File: config.mk
export PLATFORM = sky130hd
export DESIGN_NAME = edc_isqrt
export DESIGN_NICKNAME = d
export VERILOG_FILES = /design/src/design/edc_isqrt.sv
export SDC_FILE = /design/constraint.sdc
export NUM_CORES = 2
export LEC_CHECK = 0
export ABC_CLOCK_PERIOD_IN_PS = 7300
export BUFFER_PORTS_ARGS = -buffer_cell sky130_fd_sc_hd__buf_2
export CAP_MARGIN = 0
export CORE_MARGIN = 4
export CORE_UTILIZATION = 50
export DETAILED_ROUTE_END_ITERATION = 8
export HOLD_SLACK_MARGIN = 0.06
export PLACE_DENSITY = 0.69
export SLEW_MARGIN = 10
export SYNTH_ARGS = -nofsm -noshare
export SYNTH_HDL_FRONTEND = slang
export SYNTH_SLANG_ARGS = --single-unit
File: constraint.sdc
create_clock -name clock -period 7.3 [get_ports clock]
set_clock_uncertainty 0.2 [all_clocks]
set_input_delay 0.365 -clock clock [delete_from_list [all_inputs] [get_ports clock]]
set_output_delay 0.365 -clock clock [all_outputs]
set_load 0.05 [all_outputs]
File: src/design/edc_isqrt.sv
`timescale 1ns / 1ps
// ----------------------------------------------------------------------------
// edc_isqrt
// Pipelined integer square root, one result bit per stage, floor rounding.
// ----------------------------------------------------------------------------
module edc_isqrt #(
   parameter int DIN_W = 64
) (
   input  logic               clock,
   input  logic               adv,
   input  logic [DIN_W-1:0]   din,
   output logic [DIN_W/2-1:0] root
);

   localparam int STAGES = DIN_W / 2;

   logic [DIN_W-1:0] rem_ff  [STAGES-1];
   logic [DIN_W-1:0] root_ff [STAGES];

   for (genvar i = 0; i < STAGES; i++) begin : g_stage
      localparam logic [DIN_W-1:0] BIT = DIN_W'(1) << (DIN_W - 2 - 2 * i);
      logic [DIN_W-1:0] rem_prev;
      logic [DIN_W-1:0] root_prev;
      logic [DIN_W-1:0] rem_in;
      logic [DIN_W-1:0] root_in;
      logic [DIN_W:0]   trial;

      if (i == 0) begin : g_first
         assign rem_prev  = din;
         assign root_prev = '0;
      end else begin : g_next
         assign rem_prev  = rem_ff[i-1];
         assign root_prev = root_ff[i-1];
      end

      always_comb begin
         trial = {1'b0, root_prev} + {1'b0, BIT};
         if ({1'b0, rem_prev} >= trial) begin
            rem_in  = rem_prev - trial[DIN_W-1:0];
            root_in = (root_prev >> 1) + BIT;
         end else begin
            rem_in  = rem_prev;
            root_in = root_prev >> 1;
         end
      end

      always_ff @(posedge clock) begin
         if (adv) root_ff[i] <= root_in;
      end

      // the last stage needs only the root
      if (i < STAGES - 1) begin : g_rem
         always_ff @(posedge clock) begin
            if (adv) rem_ff[i] <= rem_in;
         end
      end
   end

   assign root = root_ff[STAGES-1][DIN_W/2-1:0];

endmodule

==> out/metrics.cfg <==
[run_status]
status = finished, final reports clean

[route]
wl_met1_mm = 122
drtPass1Iterations = 6
drc = 0
drtIter0Drc = 7444
vias_per_cell = 5.79
dr.max_layer_used = met5
wirelength_mm = 285
wl_met2_mm = 139
wl_per_cell_um = 21.6
ant_nets = 0
dr_wl_met3_mm = 18.2
vias = 76406

[min_path]
hold_path.class = reg -> reg

[placed_design]
dp_hpwl_mm = 208
finalWeightedCongestion = 0.931
io_buffers = 97
place_area_sq_um = 124000

[pwr]
switchingPower_mw = 12.2
p_seq_share_pct = 46.4
p_comb_share_pct = 20.1
cellPowerDensity_nw_per_um2 = 318
power_mw = 42.7
internal-power_mw = 30.5
power.share.clock_pct = 33.5
p_leak_nw = 50.4
peakVddDrop_mv = 0.206
p_sw_share_pct = 28.6

[cts]
cts-root-buf = clkbuf_16
cts_hold_buf = 128
postCtsSetupBuffers = 0
numCtsBuffers = 286
post_cts_resize_count = 0
h-tree-depth = 5
clk_latency_ns = 0.94
cts.sinks = 2512
clock_path_buffers = 4
clk_pin_slew_ns = 0.06
cts_tree = yes

[setup_path]
r2r_slack_ns = 2.27
worst-setup-path-type = reg -> reg
crit_end = rem_ff[1][756]
worstPathArrival_ns = 5.44
r2r-start = rem_ff[1][650]
critPathMaxFanout = 12
rr_worst_depth = 12
required_ns = 7.71
start_kind = flip-flop
endpoint_kind = flip-flop
r2r-end = rem_ff[1][756]
cp-startpoint = rem_ff[1][650]

[synthesis]
ys_seq_elements = 2512
synth_edf_count = 2512
synth_area_per_cell_sq_um = 12.6
syn_area_sq_um = 119000
async_flop_share_pct = 0
synthDistinctLibCells = 86
synthCells = 9438
synthFlopType = edfxtp_1
ys.warnings.count = 0
yosysSeqAreaShare_pct = 63.2
syn_nets = 10062

[grt]
overflow = 0
grt_max_degree = 199
grt_first_pass_wirelength_mm = 435
antenna_found_initial = 21
track_usage_pct = 22.7
grt_pass1_vias = 74740

[die]
initial_core_util_pct = 50.2
core_sq_um = 238000
num_io_pins = 98
dieHeight_um = 496
die_w_um = 496
num_rows = 179
die-area_sq_um = 246000

[finish]
finalNetCount = 10439
final_cell_mix = 2512 x edfxtp_1, 674 x nand2_1, 666 x inv_1
fill_cells = 18996
final_common_cell = edfxtp_1
design_area_sq_um = 134000
drive_gt1_share_pct = 7.14
synthToLayoutAreaGrowth_pct = 12.5

[sta]
setup_viol = 0
final-hold-violation-count = 0
fin_tns_setup_ns = 0
clock.fmax_ghz = 0.199
period_share_pct = 68.9
rsz0062_at_grt = false
maxSlewViolCount = 0
slew_headroom_pct = 19.8
period_needed_ns = 5.03
tightest_slew_ns = 1.19

[flow_run]
max-cap-violations = 0

-- synthesized netlist by cell type (14+ instances only) --
cell type	count	area share, %
a2111oi_0	17	0.12
a211o_1	14	0.10
a211oi_1	36	0.23
a21boi_0	14	0.088
a21o_1	243	1.5
a21oi_1	574	2.4
a31oi_1	47	0.25
and2_1	31	0.16
and3_1	45	0.24
and4_1	17	0.12
clkbuf_1	166	0.52
edfxtp_1	2512	63
ha_1	558	5.9
inv_1	666	2.1
mux2_2	62	0.59
mux2i_1	15	0.13
nand2_1	674	2.1
nand2b_1	116	0.61
nand3_1	141	0.59
nand3b_1	18	0.11
nand4_1	161	0.84
nand4b_1	19	0.14
nor2_1	584	1.8
nor2b_1	85	0.45
nor3_1	245	1.0
nor3b_1	25	0.16
nor4_1	346	1.8
nor4b_1	41	0.30
o211ai_1	22	0.14
o21a_1	83	0.52
o21ai_0	466	2.0
o21bai_1	54	0.34
o31ai_1	43	0.27
o41ai_1	16	0.12
or2_2	32	0.17
or3_1	125	0.66
or4_1	69	0.43
xnor2_1	437	3.2
xor2_1	435	3.2
-- power by group through the flow --
stage	clock (mW)	combinational, mW	sequential [mW]
floorplan	0	6.16	19.4
global placement	0	8.23	20.1
detailed placement	0	8.36	20.1
CTS	14.6	8.49	19.8
global route	15.3	9.48	20.0
finish	14.3	8.56	19.8
-- metrics by stage --
| step | hold WS [ns] | util (%) | std cells | setup slack [ns] |
|---|---|---|---|---|
| finish | 0.199 | 56.5 | 13193 | 2.27 |
| global route | 0.211 | 56.5 | 13192 | 1.72 |
| CTS | 0.127 | 56.5 | 13187 | 2.25 |
| detailed placement | 0.228 | 52.0 | 12566 | 2.27 |
| global placement | 0.222 | 52.0 | 12566 | 2.33 |
| floorplan | 0.217 | - | 9438 | 3.32 |
-- registers in the layout (all words and copies together), names as in the netlist --
name and count:
rem_ff 1984, root_ff 528
-- worst max-delay path, cell delays in order (launching register included) --
cell	delay [ns]
edfxtp_1	0.39
ha_1	0.37
nor2b_1	0.16
o31ai_1	0.40
a21oi_1	0.21
o41ai_1	1.05
o311ai_0	0.38
o221a_2	0.36
nand4_1	0.10
nand3_1	0.11
or3_1	0.58
nor3_1	0.30
xor2_1	0.10
-- cells by family (layout without fill, tap and decap cells) --
group / count (synthesis) / in the layout / share of synthesized area, %
AOI/OAI and AO/OA: 1745 / 1745 / 8.94
muxes: 77 / 77 / 0.711
xor gates and xnor gates: 872 / 872 / 6.40
other: 0 / 6 / 0
DFF: 2512 / 2512 / 63.2
adders and majority gates: 558 / 558 / 5.85
buffers and inverters: 857 / 1439 / 2.72
and+or+nand+nor: 2817 / 2817 / 12.1
-- routing by layer --
layer  global-route usage (%)  up-vias
met5                        0        -
met4                     5.13        2
met3                     3.66      413
met2                     38.1     2388
met1                     31.3    37530
li1                         -    36073
-- worst min-delay path by stage --
stage	endpoint	cells after the start	from	slack (ns)
final	root_ff[1][860]	0	root_ff[1][797]	0.20
after CTS	rem_ff[0][62]	4	din[62]	0.13
after global placement	rem_ff[1][641]	0	rem_ff[1][577]	0.22
after detailed placement	rem_ff[1][642]	0	rem_ff[1][578]	0.23
after global routing	root_ff[1][860]	0	root_ff[1][797]	0.21
after floorplan	rem_ff[0][476]	0	rem_ff[0][412]	0.22
-- final cells by class --
cell class                 instances  area, sq um  share of cell area (%)
inverter                         667         2500                    1.87
clock buffer                     332         7480                    5.57
sequential                      2512        75400                    56.2
antenna                            6         15.0                  0.0112
tap                             3167         3960                    2.95
timing repair buffer             279         2310                    1.72
multi-input combinational       6069        40700                    30.3
clock inverter                   161         1830                    1.36
Power figures use the tool's default switching activity.
