--- config.mk ---
export PLATFORM = sky130hd
export DESIGN_NAME = edc_delay
export DESIGN_NICKNAME = d
export VERILOG_FILES = /design/src/design/edc_delay.sv
export SDC_FILE = /design/constraint.sdc
export NUM_CORES = 1
export LEC_CHECK = 0
export BUFFER_PORTS_ARGS = -buffer_cell sky130_fd_sc_hd__buf_2
export CORE_AREA = 2 2 39 41
export DETAILED_ROUTE_END_ITERATION = 12
export DIE_AREA = 0 0 41 43
export HOLD_SLACK_MARGIN = 0.08
export PLACE_DENSITY = 0.75
export SYNTH_ARGS = -nofsm -noshare
export SYNTH_HDL_FRONTEND = slang
export SYNTH_SLANG_ARGS = --single-unit
--- constraint.sdc ---
create_clock -name clock -period 1.3 [get_ports clock]
set_clock_uncertainty 0.1 [all_clocks]
set_input_delay 0 -clock clock [delete_from_list [all_inputs] [get_ports clock]]
set_output_delay 0 -clock clock [all_outputs]
set_load 0.1 [all_outputs]
--- src/design/edc_delay.sv ---
`timescale 1ns / 1ps
// ----------------------------------------------------------------------------
// edc_delay
// Shift line that carries a beat and its valid bit alongside a pipelined unit.
// ----------------------------------------------------------------------------
module edc_delay #(
   parameter int W     = 8,
   parameter int DEPTH = 2
) (
   input  logic         clock,
   input  logic         reset,
   input  logic         adv,
   input  logic         in_valid,
   input  logic [W-1:0] in_data,
   output logic         out_valid,
   output logic [W-1:0] out_data
);

   logic         valid_ff [DEPTH];
   logic [W-1:0] data_ff  [DEPTH];

   always_ff @(posedge clock) begin
      if (reset) begin
         for (int i = 0; i < DEPTH; i++) valid_ff[i] <= 1'b0;
      end else if (adv) begin
         valid_ff[0] <= in_valid;
         for (int i = 1; i < DEPTH; i++) valid_ff[i] <= valid_ff[i-1];
      end
   end

   always_ff @(posedge clock) begin
      if (adv) begin
         data_ff[0] <= in_data;
         for (int i = 1; i < DEPTH; i++) data_ff[i] <= data_ff[i-1];
      end
   end

   assign out_valid = valid_ff[DEPTH-1];
   assign out_data  = data_ff[DEPTH-1];

endmodule

==> results of run 1 <==
## final cells by class
cell class / instances / area [sq um] / share of cell area
Tap cell: 16 / 20.0 / 0.0243
Clock inverter: 1 / 3.75 / 0.00456
Timing Repair Buffer: 31 / 210 / 0.255
Sequential cell: 18 / 541 / 0.657
Clock buffer: 3 / 22.5 / 0.0274
Multi-Input combinational cell: 3 / 26.3 / 0.0319
## stage by stage
step,cells,instance area [sq um],utilization,power [W]
floorplan,29,627,-,0.000872
global placement,57,687,0.496,0.000889
detailed placement,57,687,0.496,0.000895
CTS,72,823,0.595,0.00118
global route,72,823,0.595,0.00122
finish,72,823,0.595,0.00117
## sequential cells by signal, indices dropped and copies added (netlist names)
signal and cells:
data_ff 16, valid_ff 2
## worst min path at each step
stage	from	slack, ns	end
2_1_floorplan	in_data[0]	-0.001	data_ff[0][0]$_DFFE_PP_
3_3_place_gp	in_data[4]	0.08	data_ff[0][4]$_DFFE_PP_
3_5_place_dp	in_data[3]	0.08	data_ff[0][3]$_DFFE_PP_
4_1_cts	in_data[7]	0.31	data_ff[0][7]$_DFFE_PP_
5_1_grt	in_data[1]	0.31	data_ff[0][1]$_DFFE_PP_
6_report	in_data[7]	0.32	data_ff[0][7]$_DFFE_PP_
## layer usage
layer  part of all wire  global-route usage  vias up
li1                   -                   -      154
met4              0.017               0.100        0
met5                  0                   0        -
met3              0.064              0.0314        2
met2               0.51               0.163       15
met1               0.41               0.142      127
## power by group through the flow
| stage | Combinational, W | Sequential, W | Clock [W] |
|---|---|---|---|
| after floorplan | 0.000149 | 0.000723 | 0 |
| after global placement | 0.000182 | 0.000707 | 0 |
| after detailed placement | 0.000184 | 0.000711 | 0 |
| after CTS | 0.000209 | 0.000697 | 0.000273 |
| after global routing | 0.000216 | 0.000701 | 0.000302 |
| final | 0.000209 | 0.000697 | 0.000265 |
## cell usage after synthesis
| master | n |
|---|---|
| edfxtp_1 | 18 |
| or2_1 | 1 |
| and3b_2 | 2 |
| buf_4 | 8 |
## cell families after synthesis
kind of cell           count (synthesis)  share of synthesized area
flip-flops                            18                      0.862
AND/OR/NAND/NOR                        3                     0.0419
buffers and inverters                  8                     0.0958
## layout by cell type, fill, tap and decap left out
master and n:
edfxtp_1 18, clkbuf_4 3, or2_1 1, dlygate4sd3_1 11, and3b_2 2, clkinv_1 1
buf_2 20
## what timing repair did
| action | 4_1_cts | 5_1_grt |
|---|---|---|
| setup buffers | 0 | 0 |
| hold buffers | 11 | 0 |
| endpoints found under the hold margin | 28 | 0 |
==> flow_metrics.tcl, run 1 <==
set metrics [dict create \
    outcome "complete, no violations" \
    clk_pin_slew_worst_paths_ns 0.09 \
    grt_usage 0.116 \
    root_buffer "clkbuf_4" \
    h-tree-depth 1 \
    peakVddDrop_mv 0.673 \
    startpoint "adv" \
    swShare 0.278 \
    fin_nets 69 \
    drive_gt1_frac 0.446 \
    ios 21 \
    hp-class "input port to flop" \
    p_per_area_nw_per_um2 1420 \
    clock_sinks 18 \
    p_int_w 0.000846 \
    cts_buffers 3 \
    cp-end-kind "flop" \
    cp.arrival_ns 1.07 \
    period_share 0.897 \
    drt_iter0_drc 0 \
    required_ns 1.20 \
    power.switching_w 0.000325 \
    crit_chain "dlygate4sd3_1 -> buf_2 -> or2_1" \
    hold_path_depth 2 \
    place.gp.congestion 0.571 \
    initial_core_util 0.453 \
    p_leak_nw 0.334 \
    viasPerCell 4.14 \
    comb_power_share 0.179 \
    yosys.area.top_type_share 0.862 \
    worstReg2RegStart "valid_ff[0][0]$_SDFFCE_PN0P_" \
    setup_tns_ns 0 \
    start_kind "input port" \
    critPathMaxFanout 19 \
    power_frac_clock 0.227 \
    syn_to_final_growth_pct 31.3 \
    synthDistinctLibCells 4 \
    crit_cells 3 \
    ant_nets 0 \
    synthesis.nets 41 \
    netlist_instances 29 \
    path_class "input port to flop" \
    die_h_um 43 \
    cp_top_family "buffers and inverters" \
    dpl.hpwl_um 497 \
    wl_um 834 \
    fillers 110 \
    drt_pass1_iterations 1 \
    crit_end "valid_ff[0][1]$_SDFFCE_PN0P_" \
    power_frac_seq 0.595 \
    cts_tree "yes" \
    diodes 0 \
    insertion_delay_ns 0.28 \
    synthTopCellsByArea "edfxtp_1, buf_4, and3b_2" \
    route.vias.total 298 \
    overflow 0 \
    die_w_um 41 \
    cp_num_buf_inv 2 \
    whs_ns 0.318 \
    ys_seq_area_frac 0.862 \
    port_buffers 20 \
    synth_top_area_cell "edfxtp_1" \
    row_count 14 \
    clock.fmax_mhz 858 \
    grt_antenna_before_repair 0 \
    die_area_sq_um 1760 \
    post_drt_wl_per_cell_um 11.6 \
    max_cap_viol_count 0 \
    post_cts_resized 0 \
    max_stage_delay_ns 0.52 \
    maxSlewViolCount 0 \
    rsz0062_at_grt "false" \
    setup_ws_ns 0.134 \
    drcViolationCount 0 \
    slew_headroom 0.677 \
    reg2reg_slack_ns 0.38 \
    slowest_stage "dlygate4sd3_1" \
    setup_viol 0 \
    grt_max_degree 20 \
    r2r_cells 1 \
    coreArea_sq_um 1380 \
    post-route-min-period_ns 1.17 \
    clockBufferDepth 2 \
    post_synth.cell_area_avg_sq_um 21.6 \
    worst_pin_slew_ns 0.487 \
    r2r_end "valid_ff[0][1]$_SDFFCE_PN0P_" \
    grt_pass1_vias 290 \
    grt_pass1_wl_um 1240 \
    place_ws_ns 0.369 \
    ys_seq_elements 18 \
    syn_area_sq_um 627 \
    yosysWarnings 0 \
    hold_viol 0 \
]
No activity file was read; power rests on OpenSTA's default activity.
==> inputs of run 2 (changes only) <==
--- a/config.mk
+++ b/config.mk
@@ -6,11 +6,11 @@
 export NUM_CORES = 1
 export LEC_CHECK = 0
 export BUFFER_PORTS_ARGS = -buffer_cell sky130_fd_sc_hd__buf_2
-export CORE_AREA = 2 2 39 41
+export CORE_UTILIZATION = 46
 export DETAILED_ROUTE_END_ITERATION = 12
-export DIE_AREA = 0 0 41 43
 export HOLD_SLACK_MARGIN = 0.08
-export PLACE_DENSITY = 0.75
+export PLACE_DENSITY = 0.74
+export RECOVER_POWER = 25
 export SYNTH_ARGS = -nofsm -noshare
 export SYNTH_HDL_FRONTEND = slang
 export SYNTH_SLANG_ARGS = --single-unit
==> constraint.sdc (replaced) <==
create_clock -name clock -period 1.2 [get_ports clock]
set_clock_uncertainty 0.1 [all_clocks]
set_input_delay 0 -clock clock [delete_from_list [all_inputs] [get_ports clock]]
set_output_delay 0 -clock clock [all_outputs]
set_load 0.1 [all_outputs]
==> run 2 against run 1 <==
Effect of this change:
- sequential cell count did not move
- non-clock buffer count stayed put
- register-to-register slack lost 0.07 ns
- final cell count decreased by 4.2%
- routed wire length down 5.0%
- worst hold slack improved by 0.0061 ns
- via count increased by 6.4%
- design area down 0.76%
==> flow_metrics.tcl, run 2 (same netlist as run 1, synthesis figures left out) <==
set metrics [dict create \
    outcome "complete, no violations" \
    largest_reg_flops 16 \
    cp_num_buf_inv 1 \
    slew_headroom 0.667 \
    maxSlewViolCount 0 \
    start_kind "flop" \
    cts_tree "yes" \
    clock.fmax_mhz 852 \
    post_drt_wl_per_cell_um 11.5 \
    ff_latch_area_sq_um 541 \
    max_stage_delay_ns 0.44 \
    post-route-min-period_ns 1.17 \
    insertion_delay_ns 0.27 \
    drcViolationCount 0 \
    diodes 0 \
    hold_viol 0 \
    slowest_stage "buf_2" \
    grt_pass1_wl_um 1060 \
    reg_top3 "data_ff: 16 flops, valid_ff: 2 flops" \
    port_buffers 20 \
    coreArea_sq_um 1190 \
    clk_pin_slew_worst_paths_ns 0.08 \
    cp_top_family "buffers and inverters" \
    path_class "flop to primary output" \
    critPathMaxFanout 1 \
    worst_pin_slew_ns 0.503 \
    initial_core_util 0.528 \
    dpl.hpwl_um 503 \
    syn_to_final_growth_pct 30.3 \
    setup_viol 0 \
    multiInputGateArea_sq_um 26.3 \
    grt_usage 0.117 \
    overflow 0 \
    hp-class "flop to flop" \
    place.gp.congestion 0.676 \
    cp.arrival_ns 1.07 \
    fin_nets 69 \
    row_count 12 \
    grt_antenna_before_repair 0 \
    drt_pass1_iterations 2 \
    drt_iter0_drc 2 \
    h-tree-depth 1 \
    root_buffer "clkbuf_4" \
    clockBufferDepth 2 \
    cp-end-kind "primary output" \
    route.vias.total 317 \
    wl_um 792 \
    ios 21 \
    peakVddDrop_mv 0.817 \
    clock_sinks 18 \
    fin_total_pwr_w 0.00124 \
    dp_cells 55 \
    fin_cells 69 \
    ant_nets 0 \
    grt_max_degree 20 \
    p_per_area_nw_per_um2 1520 \
    fillers 78 \
    layout_common_cells "buf_2, edfxtp_1, dlygate4sd3_1" \
    die_area_sq_um 1510 \
    crit_chain "buf_2" \
    die_w_um 38.9 \
    drive_gt1_frac 0.455 \
    required_ns 1.10 \
    max_cap_viol_count 0 \
    post_cts_buffers 0 \
    cts_buffers 3 \
    p_leak_nw 0.333 \
    setup_tns_ns 0 \
    final_common_cell "buf_2" \
    regMostFlops "data_ff" \
    grt_pass1_vias 259 \
    rsz0062_at_grt "false" \
    viasPerCell 4.59 \
    period_share 0.978 \
    die_h_um 38.9 \
]
[run 2: cell count changes in the layout (fill, tap and decap cells not counted)]
cell and delta:
clkinv_1 -1
[run 2: timing repair]
item | 4_1_cts | 5_1_grt
resized for setup | 0 | 0
hold buffers | 11 | 0
hold endpoints to repair | 28 | 0
[run 2: through the flow]
stage / setup slack, ns / util / hold WS [ns] / cell area (sq um)
6_report: 0.0265 / 0.689 / 0.324 / 817
5_1_grt: 0.00219 / 0.689 / 0.334 / 817
4_1_cts: 0.0483 / 0.689 / 0.324 / 817
3_5_place_dp: 0.286 / 0.577 / 0.0781 / 684
3_3_place_gp: 0.320 / 0.577 / 0.0763 / 684
2_1_floorplan: 0.196 / - / -0.00113 / 627
[run 2: area by class of cell]
type | instances | area share
clock buffer | 3 | 0.0276
tap | 14 | 0.0214
multi-input combinational | 3 | 0.0322
sequential | 18 | 0.662
timing repair buffer | 31 | 0.257
[run 2: path summary, 6_finish.rpt]
kind | start | to | slack, ns | cells past startpoint
worst min-delay path | data_ff[0][6]$_DFFE_PP_ | data_ff[0][14]$_DFFE_PP_ | 0.32 | 0
worst max register to register | valid_ff[0][0]$_SDFFCE_PN0P_ | valid_ff[0][1]$_SDFFCE_PN0P_ | 0.31 | 1
worst max-delay path | valid_ff[0][1]$_SDFFCE_PN0P_ | out_valid | 0.03 | 1
worst min register to register | data_ff[0][6]$_DFFE_PP_ | data_ff[0][14]$_DFFE_PP_ | 0.32 | 0
[run 2: routing by layer]
layer | up-vias | routed length [um] | track usage | part of all wire
met3 | 0 | 59 | 0.0173 | 0.074
met4 | 0 | 0 | 0.0517 | 0
met2 | 17 | 464 | 0.242 | 0.59
li1 | 152 | - | - | -
met5 | - | 0 | 0 | 0
met1 | 148 | 269 | 0.105 | 0.34
[run 2: power by group]
| part | switching [W] | total [W] | internal, W |
|---|---|---|---|
| logic | 0.000176 | 0.000228 | 0.0000517 |
| clock network | 0.000140 | 0.000256 | 0.000116 |
| registers | 0.0000106 | 0.000755 | 0.000744 |
| total | 0.000327 | 0.00124 | 0.000912 |
